`src/sv/mexp_pkg.sv`:
```
// ----------------------------------------------------------------------------
// mexp_pkg
// Shared constants and control types of the modular exponentiation unit.
// ----------------------------------------------------------------------------
package mexp_pkg;

  localparam int DEF_WIDTH = 32;   // datapath width
  localparam int FIELD_W   = 32;   // width of message, result and registers
  localparam int APB_AW    = 3;
  localparam int APB_DW    = 32;
  localparam int REG_SEL_BIT = 2;  // word select within paddr

  localparam logic REG_MODULUS  = 1'b0;
  localparam logic REG_EXPONENT = 1'b1;

  localparam logic [FIELD_W-1:0] MODULUS_RST  = FIELD_W'(1);
  localparam logic [FIELD_W-1:0] EXPONENT_RST = '0;

  // Command to the bit-serial multiply unit
  typedef struct packed {
    logic start;
    logic reduce;   // reduce the multiplier operand instead of multiplying
  } mul_ctrl_t;

  // Status from the bit-serial multiply unit
  typedef struct packed {
    logic busy;
    logic done;
  } mul_stat_t;

endpackage

```
`src/sv/mexp_if.sv`:
```
// ----------------------------------------------------------------------------
// mexp_if
// Valid/ready channels for messages in and results out.
// ----------------------------------------------------------------------------
interface mexp_msg_if;
  logic                           valid;
  logic                           ready;
  logic [mexp_pkg::FIELD_W-1:0]   message;

  modport source (output valid, output message, input ready);
  modport sink   (input valid, input message, output ready);
endinterface

interface mexp_res_if;
  logic                           valid;
  logic                           ready;
  logic [mexp_pkg::FIELD_W-1:0]   power_result;

  modport source (output valid, output power_result, input ready);
  modport sink   (input valid, input power_result, output ready);
endinterface

```
`src/sv/mexp_mul.sv`:
```
// ----------------------------------------------------------------------------
// mexp_mul
// Bit-serial modular double-and-add unit with two accumulators that share
// one multiplier shift register. Each multiplier bit takes a double step, then an add step.
// ----------------------------------------------------------------------------
module mexp_mul #(
  parameter int WIDTH = mexp_pkg::DEF_WIDTH
) (
  input  logic                clk,
  input  logic                rst,
  input  mexp_pkg::mul_ctrl_t ctrl,
  input  logic [WIDTH-1:0]    modulus,
  input  logic [WIDTH-1:0]    x_a,
  input  logic [WIDTH-1:0]    x_b,
  input  logic [WIDTH-1:0]    y,
  output mexp_pkg::mul_stat_t stat,
  output logic [WIDTH-1:0]    acc_a,
  output logic [WIDTH-1:0]    acc_b
);

  localparam int CW = $clog2(WIDTH);

  logic [WIDTH-1:0] acc_a_r;
  logic [WIDTH-1:0] acc_b_r;
  logic [WIDTH-1:0] y_sh;
  logic [CW-1:0]    cnt;
  logic             phase;
  logic             busy;
  logic             done;
  logic             reduce_r;

  logic             ybit;
  logic [WIDTH:0]   sum_a;
  logic [WIDTH:0]   sum_b;
  logic [WIDTH-1:0] red_a;
  logic [WIDTH-1:0] red_b;

  // one conditional subtract; a zero modulus wraps at WIDTH bits
  function automatic logic [WIDTH-1:0] fold(input logic [WIDTH:0] s,
                                            input logic [WIDTH-1:0] m);
    logic [WIDTH:0] d;
    d = s - {1'b0, m};
    if ((m != '0) && (s >= {1'b0, m})) fold = d[WIDTH-1:0];
    else fold = s[WIDTH-1:0];
  endfunction

  assign ybit = y_sh[WIDTH-1];

  always_comb begin
    if (!phase) begin
      sum_a = {acc_a_r, 1'b0};
      sum_b = {acc_b_r, reduce_r & ybit};
    end else begin
      sum_a = {1'b0, acc_a_r} + {1'b0, x_a};
      sum_b = {1'b0, acc_b_r} + {1'b0, x_b};
    end
    red_a = fold(sum_a, modulus);
    red_b = fold(sum_b, modulus);
  end

  always_ff @(posedge clk) begin
    if (rst) begin
      busy  <= 1'b0;
      done  <= 1'b0;
      phase <= 1'b0;
    end else begin
      done <= 1'b0;
      if (!busy) begin
        if (ctrl.start) begin
          busy  <= 1'b1;
          phase <= 1'b0;
        end
      end else if (!phase) begin
        phase <= 1'b1;
      end else begin
        phase <= 1'b0;
        if (cnt == '0) begin
          busy <= 1'b0;
          done <= 1'b1;
        end
      end
    end
  end

  always_ff @(posedge clk) begin
    if (!busy) begin
      if (ctrl.start) begin
        acc_a_r  <= '0;
        acc_b_r  <= '0;
        y_sh     <= y;
        cnt      <= CW'(WIDTH - 1);
        reduce_r <= ctrl.reduce;
      end
    end else if (!phase) begin
      acc_a_r <= red_a;
      acc_b_r <= red_b;
    end else begin
      if (!reduce_r && ybit) begin
        acc_a_r <= red_a;
        acc_b_r <= red_b;
      end
      y_sh <= {y_sh[WIDTH-2:0], 1'b0};
      cnt  <= cnt - CW'(1);
    end
  end

  assign stat  = '{busy: busy, done: done};
  assign acc_a = acc_a_r;
  assign acc_b = acc_b_r;

endmodule

```
`src/sv/modular_exponentiation_unit.sv`:
```
// ----------------------------------------------------------------------------
// modular_exponentiation_unit
// Steps: reduce the base mod the modulus, then one multiply-and-square pass per
//   exponent bit up to its highest set bit (none for a zero exponent). Each
//   modular multiply walks the multiplier one bit at a time.
// Throughput: one item at a time; the next item is taken once the last is
//   parked in the output register. Reset: synchronous, modulus 1, exponent 0.
// ----------------------------------------------------------------------------
module modular_exponentiation_unit #(
  parameter int WIDTH = mexp_pkg::DEF_WIDTH
) (
  input  logic                          clk,
  input  logic                          rst,
  input  logic                          psel,
  input  logic                          penable,
  input  logic                          pwrite,
  input  logic [mexp_pkg::APB_AW-1:0]   paddr,
  input  logic [mexp_pkg::APB_DW-1:0]   pwdata,
  output logic [mexp_pkg::APB_DW-1:0]   prdata,
  output logic                          pready,
  mexp_msg_if.sink                      msg,
  mexp_res_if.source                    res
);

  localparam int FW = mexp_pkg::FIELD_W;

  // Sequencer states
  localparam logic [1:0] ST_IDLE   = 2'd0;  // wait for a message
  localparam logic [1:0] ST_REDUCE = 2'd1;  // base mod modulus
  localparam logic [1:0] ST_MUL    = 2'd2;  // one exponent bit: multiply and square
  localparam logic [1:0] ST_DONE   = 2'd3;  // park result in the output register

  logic [FW-1:0]     modulus_reg;
  logic [FW-1:0]     exponent_reg;
  logic [1:0]        state;
  logic [1:0]        state_next;
  logic [WIDTH-1:0]  e_sh;
  logic [WIDTH-1:0]  result;
  logic [WIDTH-1:0]  base;
  logic              out_valid;
  logic [FW-1:0]     out_data;

  logic [WIDTH-1:0]  m_w;
  logic [WIDTH-1:0]  e_w;
  logic [WIDTH-1:0]  e_next;
  logic              in_acc;
  logic              out_load;
  logic              cfg_wr;
  logic [WIDTH-1:0]  y_in;
  logic [WIDTH-1:0]  acc_a;
  logic [WIDTH-1:0]  acc_b;

  mexp_pkg::mul_ctrl_t mul_ctrl;
  mexp_pkg::mul_stat_t mul_stat;

  assign m_w    = WIDTH'(modulus_reg);
  assign e_w    = WIDTH'(exponent_reg);
  assign e_next = {1'b0, e_sh[WIDTH-1:1]};

  // --------------------------------------------------------------------------
  // Configuration port: word select on one address bit, always ready
  // --------------------------------------------------------------------------
  assign pready = 1'b1;
  assign cfg_wr = psel && penable && pwrite;
  assign prdata = (paddr[mexp_pkg::REG_SEL_BIT] == mexp_pkg::REG_EXPONENT)
                  ? mexp_pkg::APB_DW'(exponent_reg)
                  : mexp_pkg::APB_DW'(modulus_reg);

  // --------------------------------------------------------------------------
  // Handshakes: take a message only when idle; the output register frees
  // the sequencer while a result waits to be taken
  // --------------------------------------------------------------------------
  assign msg.ready        = (state == ST_IDLE);
  assign in_acc           = msg.valid && msg.ready;
  assign out_load         = (state == ST_DONE) && (!out_valid || res.ready);
  assign res.valid        = out_valid;
  assign res.power_result = out_data;

  // --------------------------------------------------------------------------
  // Sequencer. Multiply and square share the base as multiplier, so both run
  // together in the serial unit: acc_a is result*base, acc_b is base*base.
  // A restart takes the fresh base straight from the unit's accumulator.
  // --------------------------------------------------------------------------
  always_comb begin
    mul_ctrl   = '0;
    y_in       = acc_b;
    state_next = state;
    unique case (state)
      ST_IDLE: begin
        if (in_acc) begin
          mul_ctrl.start  = 1'b1;
          mul_ctrl.reduce = 1'b1;
          y_in            = WIDTH'(msg.message);
          state_next      = ST_REDUCE;
        end
      end
      ST_REDUCE: begin
        if (mul_stat.done) begin
          if (e_sh == '0) begin
            state_next = ST_DONE;
          end else begin
            mul_ctrl.start = 1'b1;
            state_next     = ST_MUL;
          end
        end
      end
      ST_MUL: begin
        if (mul_stat.done) begin
          if (e_next == '0) begin
            state_next = ST_DONE;
          end else begin
            mul_ctrl.start = 1'b1;
          end
        end
      end
      ST_DONE: begin
        if (out_load) state_next = ST_IDLE;
      end
    endcase
  end

  // Control state and configuration registers
  always_ff @(posedge clk) begin
    if (rst) begin
      state        <= ST_IDLE;
      out_valid    <= 1'b0;
      modulus_reg  <= mexp_pkg::MODULUS_RST;
      exponent_reg <= mexp_pkg::EXPONENT_RST;
    end else begin
      state <= state_next;
      // hold a waiting result until taken, load a fresh one when free
      out_valid <= out_load || (out_valid && !res.ready);
      if (cfg_wr) begin
        if (paddr[mexp_pkg::REG_SEL_BIT] == mexp_pkg::REG_MODULUS) begin
          modulus_reg <= FW'(pwdata);
        end else begin
          exponent_reg <= FW'(pwdata);
        end
      end
    end
  end

  // Datapath registers
  always_ff @(posedge clk) begin
    if (in_acc) begin
      e_sh <= e_w;
      // start at 1 mod modulus; a zero exponent always gives 1
      if ((e_w != '0) && (m_w == WIDTH'(1))) result <= '0;
      else result <= WIDTH'(1);
    end
    if ((state == ST_REDUCE) && mul_stat.done) begin
      base <= acc_b;
    end
    if ((state == ST_MUL) && mul_stat.done) begin
      if (e_sh[0]) result <= acc_a;
      base <= acc_b;
      e_sh <= e_next;
    end
    if (out_load) out_data <= FW'(result);
  end

  // --------------------------------------------------------------------------
  // Serial modular multiply / reduce unit
  // --------------------------------------------------------------------------
  mexp_mul #(
    .WIDTH (WIDTH)
  ) u_mexp_mul (
    .clk     (clk),
    .rst     (rst),
    .ctrl    (mul_ctrl),
    .modulus (m_w),
    .x_a     (result),
    .x_b     (base),
    .y       (y_in),
    .stat    (mul_stat),
    .acc_a   (acc_a),
    .acc_b   (acc_b)
  );

endmodule

```
`src/flat_wrapper.sv`:
```
// flat-port wrapper written by rule: the top's interface ports become plain ports
module modular_exponentiation_unit_flat 
#(
  parameter int WIDTH = mexp_pkg::DEF_WIDTH
)
  (clk, rst, psel, penable, pwrite, paddr, pwdata, prdata, pready, msg_valid, msg_message, msg_ready, res_valid, res_power_result, res_ready);
  mexp_msg_if msg_i ();
  mexp_res_if res_i ();
  input  logic clk;
  input  logic rst;
  input  logic psel;
  input  logic penable;
  input  logic pwrite;
  input  logic [mexp_pkg::APB_AW-1:0] paddr;
  input  logic [mexp_pkg::APB_DW-1:0] pwdata;
  output logic [mexp_pkg::APB_DW-1:0] prdata;
  output logic pready;
  input wire logic [$bits(msg_i.valid)-1:0] msg_valid;
  input wire logic [$bits(msg_i.message)-1:0] msg_message;
  output wire logic [$bits(msg_i.ready)-1:0] msg_ready;
  output wire logic [$bits(res_i.valid)-1:0] res_valid;
  output wire logic [$bits(res_i.power_result)-1:0] res_power_result;
  input wire logic [$bits(res_i.ready)-1:0] res_ready;
  assign msg_i.valid = msg_valid;
  assign msg_i.message = msg_message;
  assign msg_ready = msg_i.ready;
  assign res_valid = res_i.valid;
  assign res_power_result = res_i.power_result;
  assign res_i.ready = res_ready;
  modular_exponentiation_unit #(.WIDTH(WIDTH)) u_core (.clk(clk), .rst(rst), .psel(psel), .penable(penable), .pwrite(pwrite), .paddr(paddr), .pwdata(pwdata), .prdata(prdata), .pready(pready), .msg(msg_i), .res(res_i));
endmodule
```
`config.mk`:
```
export PLATFORM = sky130hd
export DESIGN_NAME = modular_exponentiation_unit_flat
export DESIGN_NICKNAME = d
export VERILOG_FILES = /design/src/sv/mexp_pkg.sv /design/src/sv/mexp_if.sv /design/src/sv/mexp_mul.sv /design/src/sv/modular_exponentiation_unit.sv /design/src/flat_wrapper.sv
export SDC_FILE = /design/constraint.sdc
export NUM_CORES = 1
export LEC_CHECK = 0
export BUFFER_PORTS_ARGS = -buffer_cell sky130_fd_sc_hd__clkbuf_2
export CAP_MARGIN = 5
export CORE_MARGIN = 8
export CORE_UTILIZATION = 25
export CTS_BUF_LIST = sky130_fd_sc_hd__clkbuf_8
export DETAILED_ROUTE_END_ITERATION = 8
export SYNTH_ARGS = -nofsm -noshare
export SYNTH_HDL_FRONTEND = slang
export SYNTH_SLANG_ARGS = --single-unit
export TNS_END_PERCENT = 20
```
`constraint.sdc`:
```
create_clock -name clk -period 5.1 [get_ports clk]
set_clock_uncertainty 0.2 [all_clocks]
set_input_delay 1.02 -clock clk [delete_from_list [all_inputs] [get_ports clk]]
set_output_delay 1.02 -clock clk [all_outputs]
set_load 0.005 [all_outputs]
```
Word-level counts from Yosys, hierarchy flattened
Cells that the tools add are included.

Shift-type cells: 0. Bitwise logic cells: 4. $lt $le $gt $ge: 2. $add $sub $neg: 5. Eq/ne operators: 11. Divide/modulo/power cells: 0. Multiply operators: 0. Muxes and demuxes: 49. Reduce and logical (&&, ||, !) cells: 32.

Operators with widths (number): 32-bit two-way mux (20); 32-bit by 32-bit adder with 33-bit output (2); 33-bit by 32-bit >= comparator with 1-bit output (2); 33-bit two-way mux (2); 32-bit logical NOT (2); 32-bit nonzero test (2); 32-bit subtractor (2); 31-bit two-way mux (2); 32-bit by 1-bit == test with 1-bit output (second input constant) (1); 5-bit two-way mux (3); 1-bit two-way mux (14); 2-bit two-way mux (6); 1-bit logical AND (11); 2-bit AND reduction (5); 2-bit != test (second input constant) (4); 2-bit one-hot mux with 4 select lines (1); 2-bit nonzero test (3); 5-bit logical NOT (1); 5-bit AND reduction (1); 5-bit by 1-bit subtractor with 5-bit output (second input constant) (1); 2-bit == test (second input constant) (2); 2-bit by 1-bit != test with 1-bit output (second input constant) (2); 1-bit logical NOT (3); 3-bit by 2-bit != test with 1-bit output (second input constant) (1); 7 further kinds (10).

ROM bits: 0. Memories kept: 0. Bits in writable memories: 0. Latch bits: 0. Bits in registers: 300. Word-level logic and storage cells: 120.

Logic depth before layout (Yosys ltp)
Word-level depth: 8. Gate-level depth with buffers: 22. Mapped depth without buffers: 20.

By module
From an unflattened synthesis, not the netlist that was laid out.

Cells, all modules: 2090. Area, all modules: 19875.3 um2.

Modules (own cells, without submodules): mexp_mul (times used 1, cells each 1389, area each 12054.1 um2); modular_exponentiation_unit (times used 1, cells each 701, area each 7821.3 um2).

Least setup slack after synthesis
No wires, ideal clock.

Path kind: register to register. From: register u_core.u_mexp_mul.acc_a_r[0] (netlist: u_core.u_mexp_mul.acc_a[0]). To: register u_core.u_mexp_mul.acc_a_r[30] (netlist: u_core.u_mexp_mul.acc_a[30]), data pin. Stages on the path, launching flop included: 22. Setup time: 261 ps. Data required time: 4639 ps. Arrival time: 4656 ps. Path slack: -17 ps. Buffers on the path: 1. Cells stage by stage: edfxtp_1 -> ha_1 -> fa_1 -> a211oi_2 -> o211ai_2 -> a21oi_2 -> o211ai_2 -> a31o_2 -> a21oi_1 -> xnor2_1 -> mux2_2 -> ha_1 -> a211oi_1 -> o21bai_1 -> a211oi_1 -> o21ai_1 -> a311o_1 -> o21bai_1 -> a31oi_1 -> buf_2 -> and3_1 -> a221o_1.

Word-level cells in the longest chain between the ends: 8. Elaborated cells between the ends (all ways): 9. Those cells by class: add/sub (2); order compare (1); mux (5); reduce/logical (1).

Ends and longest elaborated chain: start: declaration (RTL line mexp_mul.sv:23) `logic [WIDTH-1:0] acc_a_r;`; start signal: assignment (RTL line mexp_mul.sv:95) `acc_a_r <= red_a;`; start signal: assignment (RTL line mexp_mul.sv:99) `acc_a_r <= red_a;`; 32-bit by 32-bit adder with 33-bit output (RTL line mexp_mul.sv:54) `sum_a = {1'b0, acc_a_r} + {1'b0, x_a};`; 33-bit two-way mux * (RTL line mexp_mul.sv:50) `if (!phase) begin`; 33-bit by 32-bit >= comparator with 1-bit output (RTL line mexp_mul.sv:43) `if ((m != '0) && (s >= {1'b0, m})) fold = d[WIDTH-1:0];`; 1-bit logical AND (RTL line mexp_mul.sv:43); 32-bit two-way mux * (RTL line mexp_mul.sv:43); 32-bit two-way mux (RTL line mexp_mul.sv:98) `if (!reduce_r && ybit) begin`; 32-bit two-way mux * (RTL line mexp_mul.sv:94) `end else if (!phase) begin`; 32-bit two-way mux * (RTL line mexp_mul.sv:86) `if (!busy) begin`.

Every way passes the cells marked *; elsewhere a longest branch is shown, timed or not. The select of a mux whose other input is x is not followed. A chain may end at the register's enable or synchronous reset.

Worst setup path after layout
From: register u_core.u_mexp_mul.acc_a_r[5] (netlist: u_core.u_mexp_mul.acc_a[5]). To: register u_core.u_mexp_mul.acc_a_r[0] (netlist: u_core.u_mexp_mul.acc_a[0]), data pin.

Word-level cells in the longest chain between the ends: 8.

Ends and longest elaborated chain (RTL line): 32-bit by 32-bit adder with 33-bit output (mexp_mul.sv:54); 33-bit two-way mux * (mexp_mul.sv:50); 33-bit by 32-bit >= comparator with 1-bit output * (mexp_mul.sv:43); 1-bit logical AND * (mexp_mul.sv:43); 32-bit two-way mux * (mexp_mul.sv:43); 32-bit two-way mux (mexp_mul.sv:98); 32-bit two-way mux * (mexp_mul.sv:94); 32-bit two-way mux * (mexp_mul.sv:86).

Marked as above.

==> results.json <==
{
  "worst_pin_slew_ns": 1.386,
  "timing.final.crit_period_ns": 5.166,
  "drt_pass1_iterations": 5,
  "detailedPlacementHpwl_mm": 48.94,
  "grt_overflow": 0,
  "grt_pass1_vias": 17440,
  "grt.total_usage_pct": 14.53,
  "yosys.area_share.simple_pct": 16.75,
  "crit_path_frequent_cell": "sky130_fd_sc_hd__buf_4",
  "tritoncts": "built",
  "vdd_ir_drop_max_mv": 0.2798,
  "synth-xor-area-share_pct": 4.448,
  "flow.area_growth_from_synthesis_pct": 30.20,
  "synth_warnings": 0,
  "first_pass_grt_wire_length_mm": 100.8,
  "synthesis.nets": 2360,
  "die_span_in_y_um": 296.6,
  "run_status": "finished, violations left",
  "synth.cell_area_um2": 19690,
  "power.switching_fraction_pct": 41.63,
  "core_area_um2": 78480,
  "die_area_um2": 87990,
  "violated_checks": "negative setup slack",
  "mostFrequentLayoutCell": "sky130_fd_sc_hd__nand2_1",
  "finish.net_count": 2728,
  "dpl-instance-area_um2": 23250,
  "synth_enable_flop_cells": 197,
  "p_leak_uw": 0.01054,
  "max_slew_margin_pct": 6.909,
  "worst-endpoint-arrival_ns": 5.48,
  "ys_types": 89,
  "rows": 103,
  "crit_path_max_fanout": 6,
  "finish.instance_area_um2": 25630,
  "dr_total_vias": 17720,
  "worstSetupEndpointType": "flip-flop",
  "cts.path.max_buffers": 3,
  "routed_wirelength_normalized_by_instance_count_um": 18.22,
  "cts.root.buffer_cell": "sky130_fd_sc_hd__clkbuf_8",
  "clock_power_share_pct": 15.3,
  "synth_async_sr_flop_share_pct": 0,
  "post-route-worst-setup-slack_ns": -0.06597,
  "timing.critical_path.required_ns": 5.41,
  "synth_compound_gate_area_share_pct": 18.77,
  "drv_cap": 0,
  "final_max_slew_viol_count": 0,
  "p_comb_share_pct": 62.2,
  "startpoint_type": "flip-flop",
  "ys.flop_type": "sky130_fd_sc_hd__edfxtp_1",
  "grt_max_degree": 82,
  "top_level_ports": 141,
  "seq_power_share_pct": 22.4,
  "clk-insertion-delay-late_ns": 0.66,
  "cts.clk_slew.worst_paths_ns": 0.06,
  "antenna_violating_nets_remaining": 0,
  "worstPathBufferInverterCount": 6,
  "clock_sinks": 300,
  "synthesis.area_per_instance_um2": 9.162,
  "timing.final.crit_share_pct": 101.3,
  "power_report.internal_total_uw": 9894,
  "commonest_non_fill_non_tap_cells_in_the_layout": "sky130_fd_sc_hd__nand2_1, sky130_fd_sc_hd__buf_4, sky130_fd_sc_hd__edfxtp_1",
  "cp_cell_sequence": "ha_1 > and3_1 > nand4_1 > o22a_1 > buf_4 > nand4_1 > a41oi_1 > buf_4 > buf_4 > or4_1 > nand3_1 > ha_1 > buf_4 > a21oi_1 > nor2b_1 > a311o_1 > o21bai_2 > buf_4 > a31o_4 > buf_4 > mux2_2 > nor2_1",
  "route.detailed.drc": 0,
  "viasPerCell": 4.897,
  "initial_utilization_pct": 25.09,
  "adder_cell_fraction_of_synth_area_pct": 8.859,
  "slowest_delay_ns": 0.46,
  "post_route_cells_drive_above_1_share_pct": 28.24,
  "drt-total-wl_mm": 65.93,
  "drt_first_iter_violations": 1102,
  "timing.hold.worst.class": "flip-flop to flip-flop",
  "timing.fmax_ghz": 0.1936,
  "number_of_antenna_violations_at_the_first_check_in_global_routing": 4,
  "place_congestion": 0.8979,
  "ctsHtreeMaxLevel": 2,
  "post_synth_mux_area_share_pct": 7.098,
  "final-hold-violation-count": 0,
  "cpMaxStageDelayCell": "sky130_fd_sc_hd__or4_1",
  "synth_top_family_by_area": "compound AO/OA/AOI/OAI gates",
  "finish.utilization_pct": 32.66,
  "numCtsBuffers": 55,
  "kind_of_critical_path": "flip-flop to flip-flop",
  "cts_hold_repair.buffers": 0,
  "critPathTopFamily": "compound AO/OA/AOI/OAI gates",
  "setup-violations-final": 30,
  "unrepaired_setup_endpoints_after_global_routing": "true",
  "floorplan.die.width_um": 296.6,
  "synth.ff_latch_count": 300,
  "p_switching_uw": 7058,
  "yosysSeqAreaShare_pct": 40.52,
  "portBuffers": 137,
  "post_synth_inst_count": 2149,
  "power_density_nw_per_um2": 661.3
}
==> metal layers <==
layer	up-vias	share of wire [%]	track usage, %
met3	113	6.2	3.081
met4	0	3.4	5.286
met2	447	46	23.58
met5	-	0	0
li1	8683	-	-
met1	8475	44	18.97
==> area by class of cell <==
class | instances | area (um2)
antenna | 4 | 10.01
inverter | 76 | 285.3
clock buffer | 72 | 991.0
tap | 1050 | 1314
timing repair buffer | 410 | 2974
multi-input combinational | 1674 | 11830
clock inverter | 32 | 255.2
sequential | 300 | 7980
fill | 8127 | 52850
==> synthesized netlist by cell type (5+ instances only) <==
cell type / instances / area (um2)
sky130_fd_sc_hd__nand2_1: 372 / 1396
sky130_fd_sc_hd__a21oi_1: 206 / 1031
sky130_fd_sc_hd__edfxtp_1: 197 / 5916
sky130_fd_sc_hd__ha_1: 133 / 1664
sky130_fd_sc_hd__o21ai_0: 112 / 560.5
sky130_fd_sc_hd__nor2_1: 111 / 416.7
sky130_fd_sc_hd__dfxtp_1: 103 / 2062
sky130_fd_sc_hd__nand3_1: 77 / 385.4
sky130_fd_sc_hd__inv_1: 74 / 277.8
sky130_fd_sc_hd__mux2_2: 72 / 810.8
sky130_fd_sc_hd__xnor2_1: 68 / 595.6
sky130_fd_sc_hd__clkbuf_1: 64 / 240.2
sky130_fd_sc_hd__mux2i_1: 56 / 560.5
sky130_fd_sc_hd__a21o_1: 54 / 405.4
sky130_fd_sc_hd__nand4_1: 33 / 206.5
sky130_fd_sc_hd__xor2_1: 32 / 280.3
sky130_fd_sc_hd__a211oi_1: 26 / 195.2
sky130_fd_sc_hd__nor4_1: 26 / 162.7
sky130_fd_sc_hd__nor3_1: 23 / 115.1
sky130_fd_sc_hd__and3_1: 19 / 118.9
sky130_fd_sc_hd__o211ai_1: 19 / 142.6
sky130_fd_sc_hd__buf_1: 16 / 60.06
sky130_fd_sc_hd__a31oi_1: 14 / 87.58
sky130_fd_sc_hd__o31ai_1: 14 / 105.1
sky130_fd_sc_hd__o21bai_1: 13 / 97.59
sky130_fd_sc_hd__buf_2: 12 / 60.06
sky130_fd_sc_hd__o211a_1: 12 / 120.1
sky130_fd_sc_hd__nand2b_1: 11 / 68.82
sky130_fd_sc_hd__nor2b_1: 11 / 68.82
sky130_fd_sc_hd__o21a_1: 11 / 82.58
sky130_fd_sc_hd__o21ai_1: 11 / 55.05
sky130_fd_sc_hd__or3_1: 8 / 50.05
sky130_fd_sc_hd__a31o_2: 7 / 61.31
sky130_fd_sc_hd__nand3b_1: 7 / 52.55
sky130_fd_sc_hd__a211o_1: 6 / 52.55
sky130_fd_sc_hd__and2_1: 6 / 37.54
sky130_fd_sc_hd__o2111ai_1: 5 / 43.79
sky130_fd_sc_hd__o2bb2ai_1: 5 / 43.79
sky130_fd_sc_hd__o311a_1: 5 / 50.05
sky130_fd_sc_hd__or2_2: 5 / 31.28
==> stage by stage <==
step                std cells  power [uW]  hold WS (ns)  setup TNS (ns)  setup slack (ns)
finish                   3618       16950        0.2681         -0.7301          -0.06597
global route             3616       18160        0.2855          -13.63           -0.3196
CTS                      3602       16310        0.2657         -0.3274          -0.04781
detailed placement       3480       12960        0.2544          -13.70           -0.3334
global placement         3480       12880        0.2501          -12.52           -0.3435
floorplan                2149        9766        0.2338               0          0.007650
==> power by group through the flow <==
stage | Clock, uW | Sequential (uW) | Combinational, uW
after floorplan | 0 | 3710 | 6060
after global placement | 0 | 3820 | 9060
after detailed placement | 0 | 3830 | 9130
after CTS | 2660 | 3790 | 9860
after global routing | 2760 | 3860 | 11500
final | 2600 | 3800 | 10600
==> repair_timing <==
action | CTS | global route
endpoints found under the setup margin | 64 | 64
setup buffers | 15 | 9
resized for setup | 74 | 75
hold endpoints to repair | 0 | 0
gates cloned | 3 | 3
pin swaps | 41 | 23
==> sequential cells by signal, summed over array words and instances, names as in the netlist <==
signal and cells:
u_core.base 32, u_core.e_sh 32, u_core.e_w 32, u_core.m_w 32, u_core.res.power_result 32, u_core.result 32
u_core.u_mexp_mul.acc_a 32, u_core.u_mexp_mul.acc_b 32, u_core.u_mexp_mul.y_sh 32, u_core.u_mexp_mul.cnt 5, u_core.state 2, u_core.res.valid 1
u_core.u_mexp_mul.busy 1, u_core.u_mexp_mul.done 1, u_core.u_mexp_mul.phase 1, u_core.u_mexp_mul.reduce_r 1
==> kinds of logic after synthesis <==
logic type,count (synthesis)
simple gates,727
compound gates,579
flops,300
buf+inv,175
fa+ha+maj,137
mux,130
xor+xnor,100
other cells,1
==> worst paths after layout <==
| path | from | endpoint | slack (ns) | cells past startpoint |
|---|---|---|---|---|
| worst max register to register | u_core.u_mexp_mul.acc_a[5] | u_core.u_mexp_mul.acc_a[0] | -0.07 | 22 |
| worst max-delay path | u_core.u_mexp_mul.acc_a[5] | u_core.u_mexp_mul.acc_a[0] | -0.07 | 22 |
| worst min-delay path | u_core.m_w[12] | u_core.m_w[12] | 0.27 | 2 |
| worst min register to register | u_core.m_w[12] | u_core.m_w[12] | 0.27 | 2 |
==> worst min-delay path, stage by stage, from the launching register on <==
cell and delay [ns]:
sky130_fd_sc_hd__dfxtp_1 0.31, sky130_fd_sc_hd__nand2_1 0.05, sky130_fd_sc_hd__a21oi_1 0.05
Note: power is estimated with default switching activity, not from simulation.
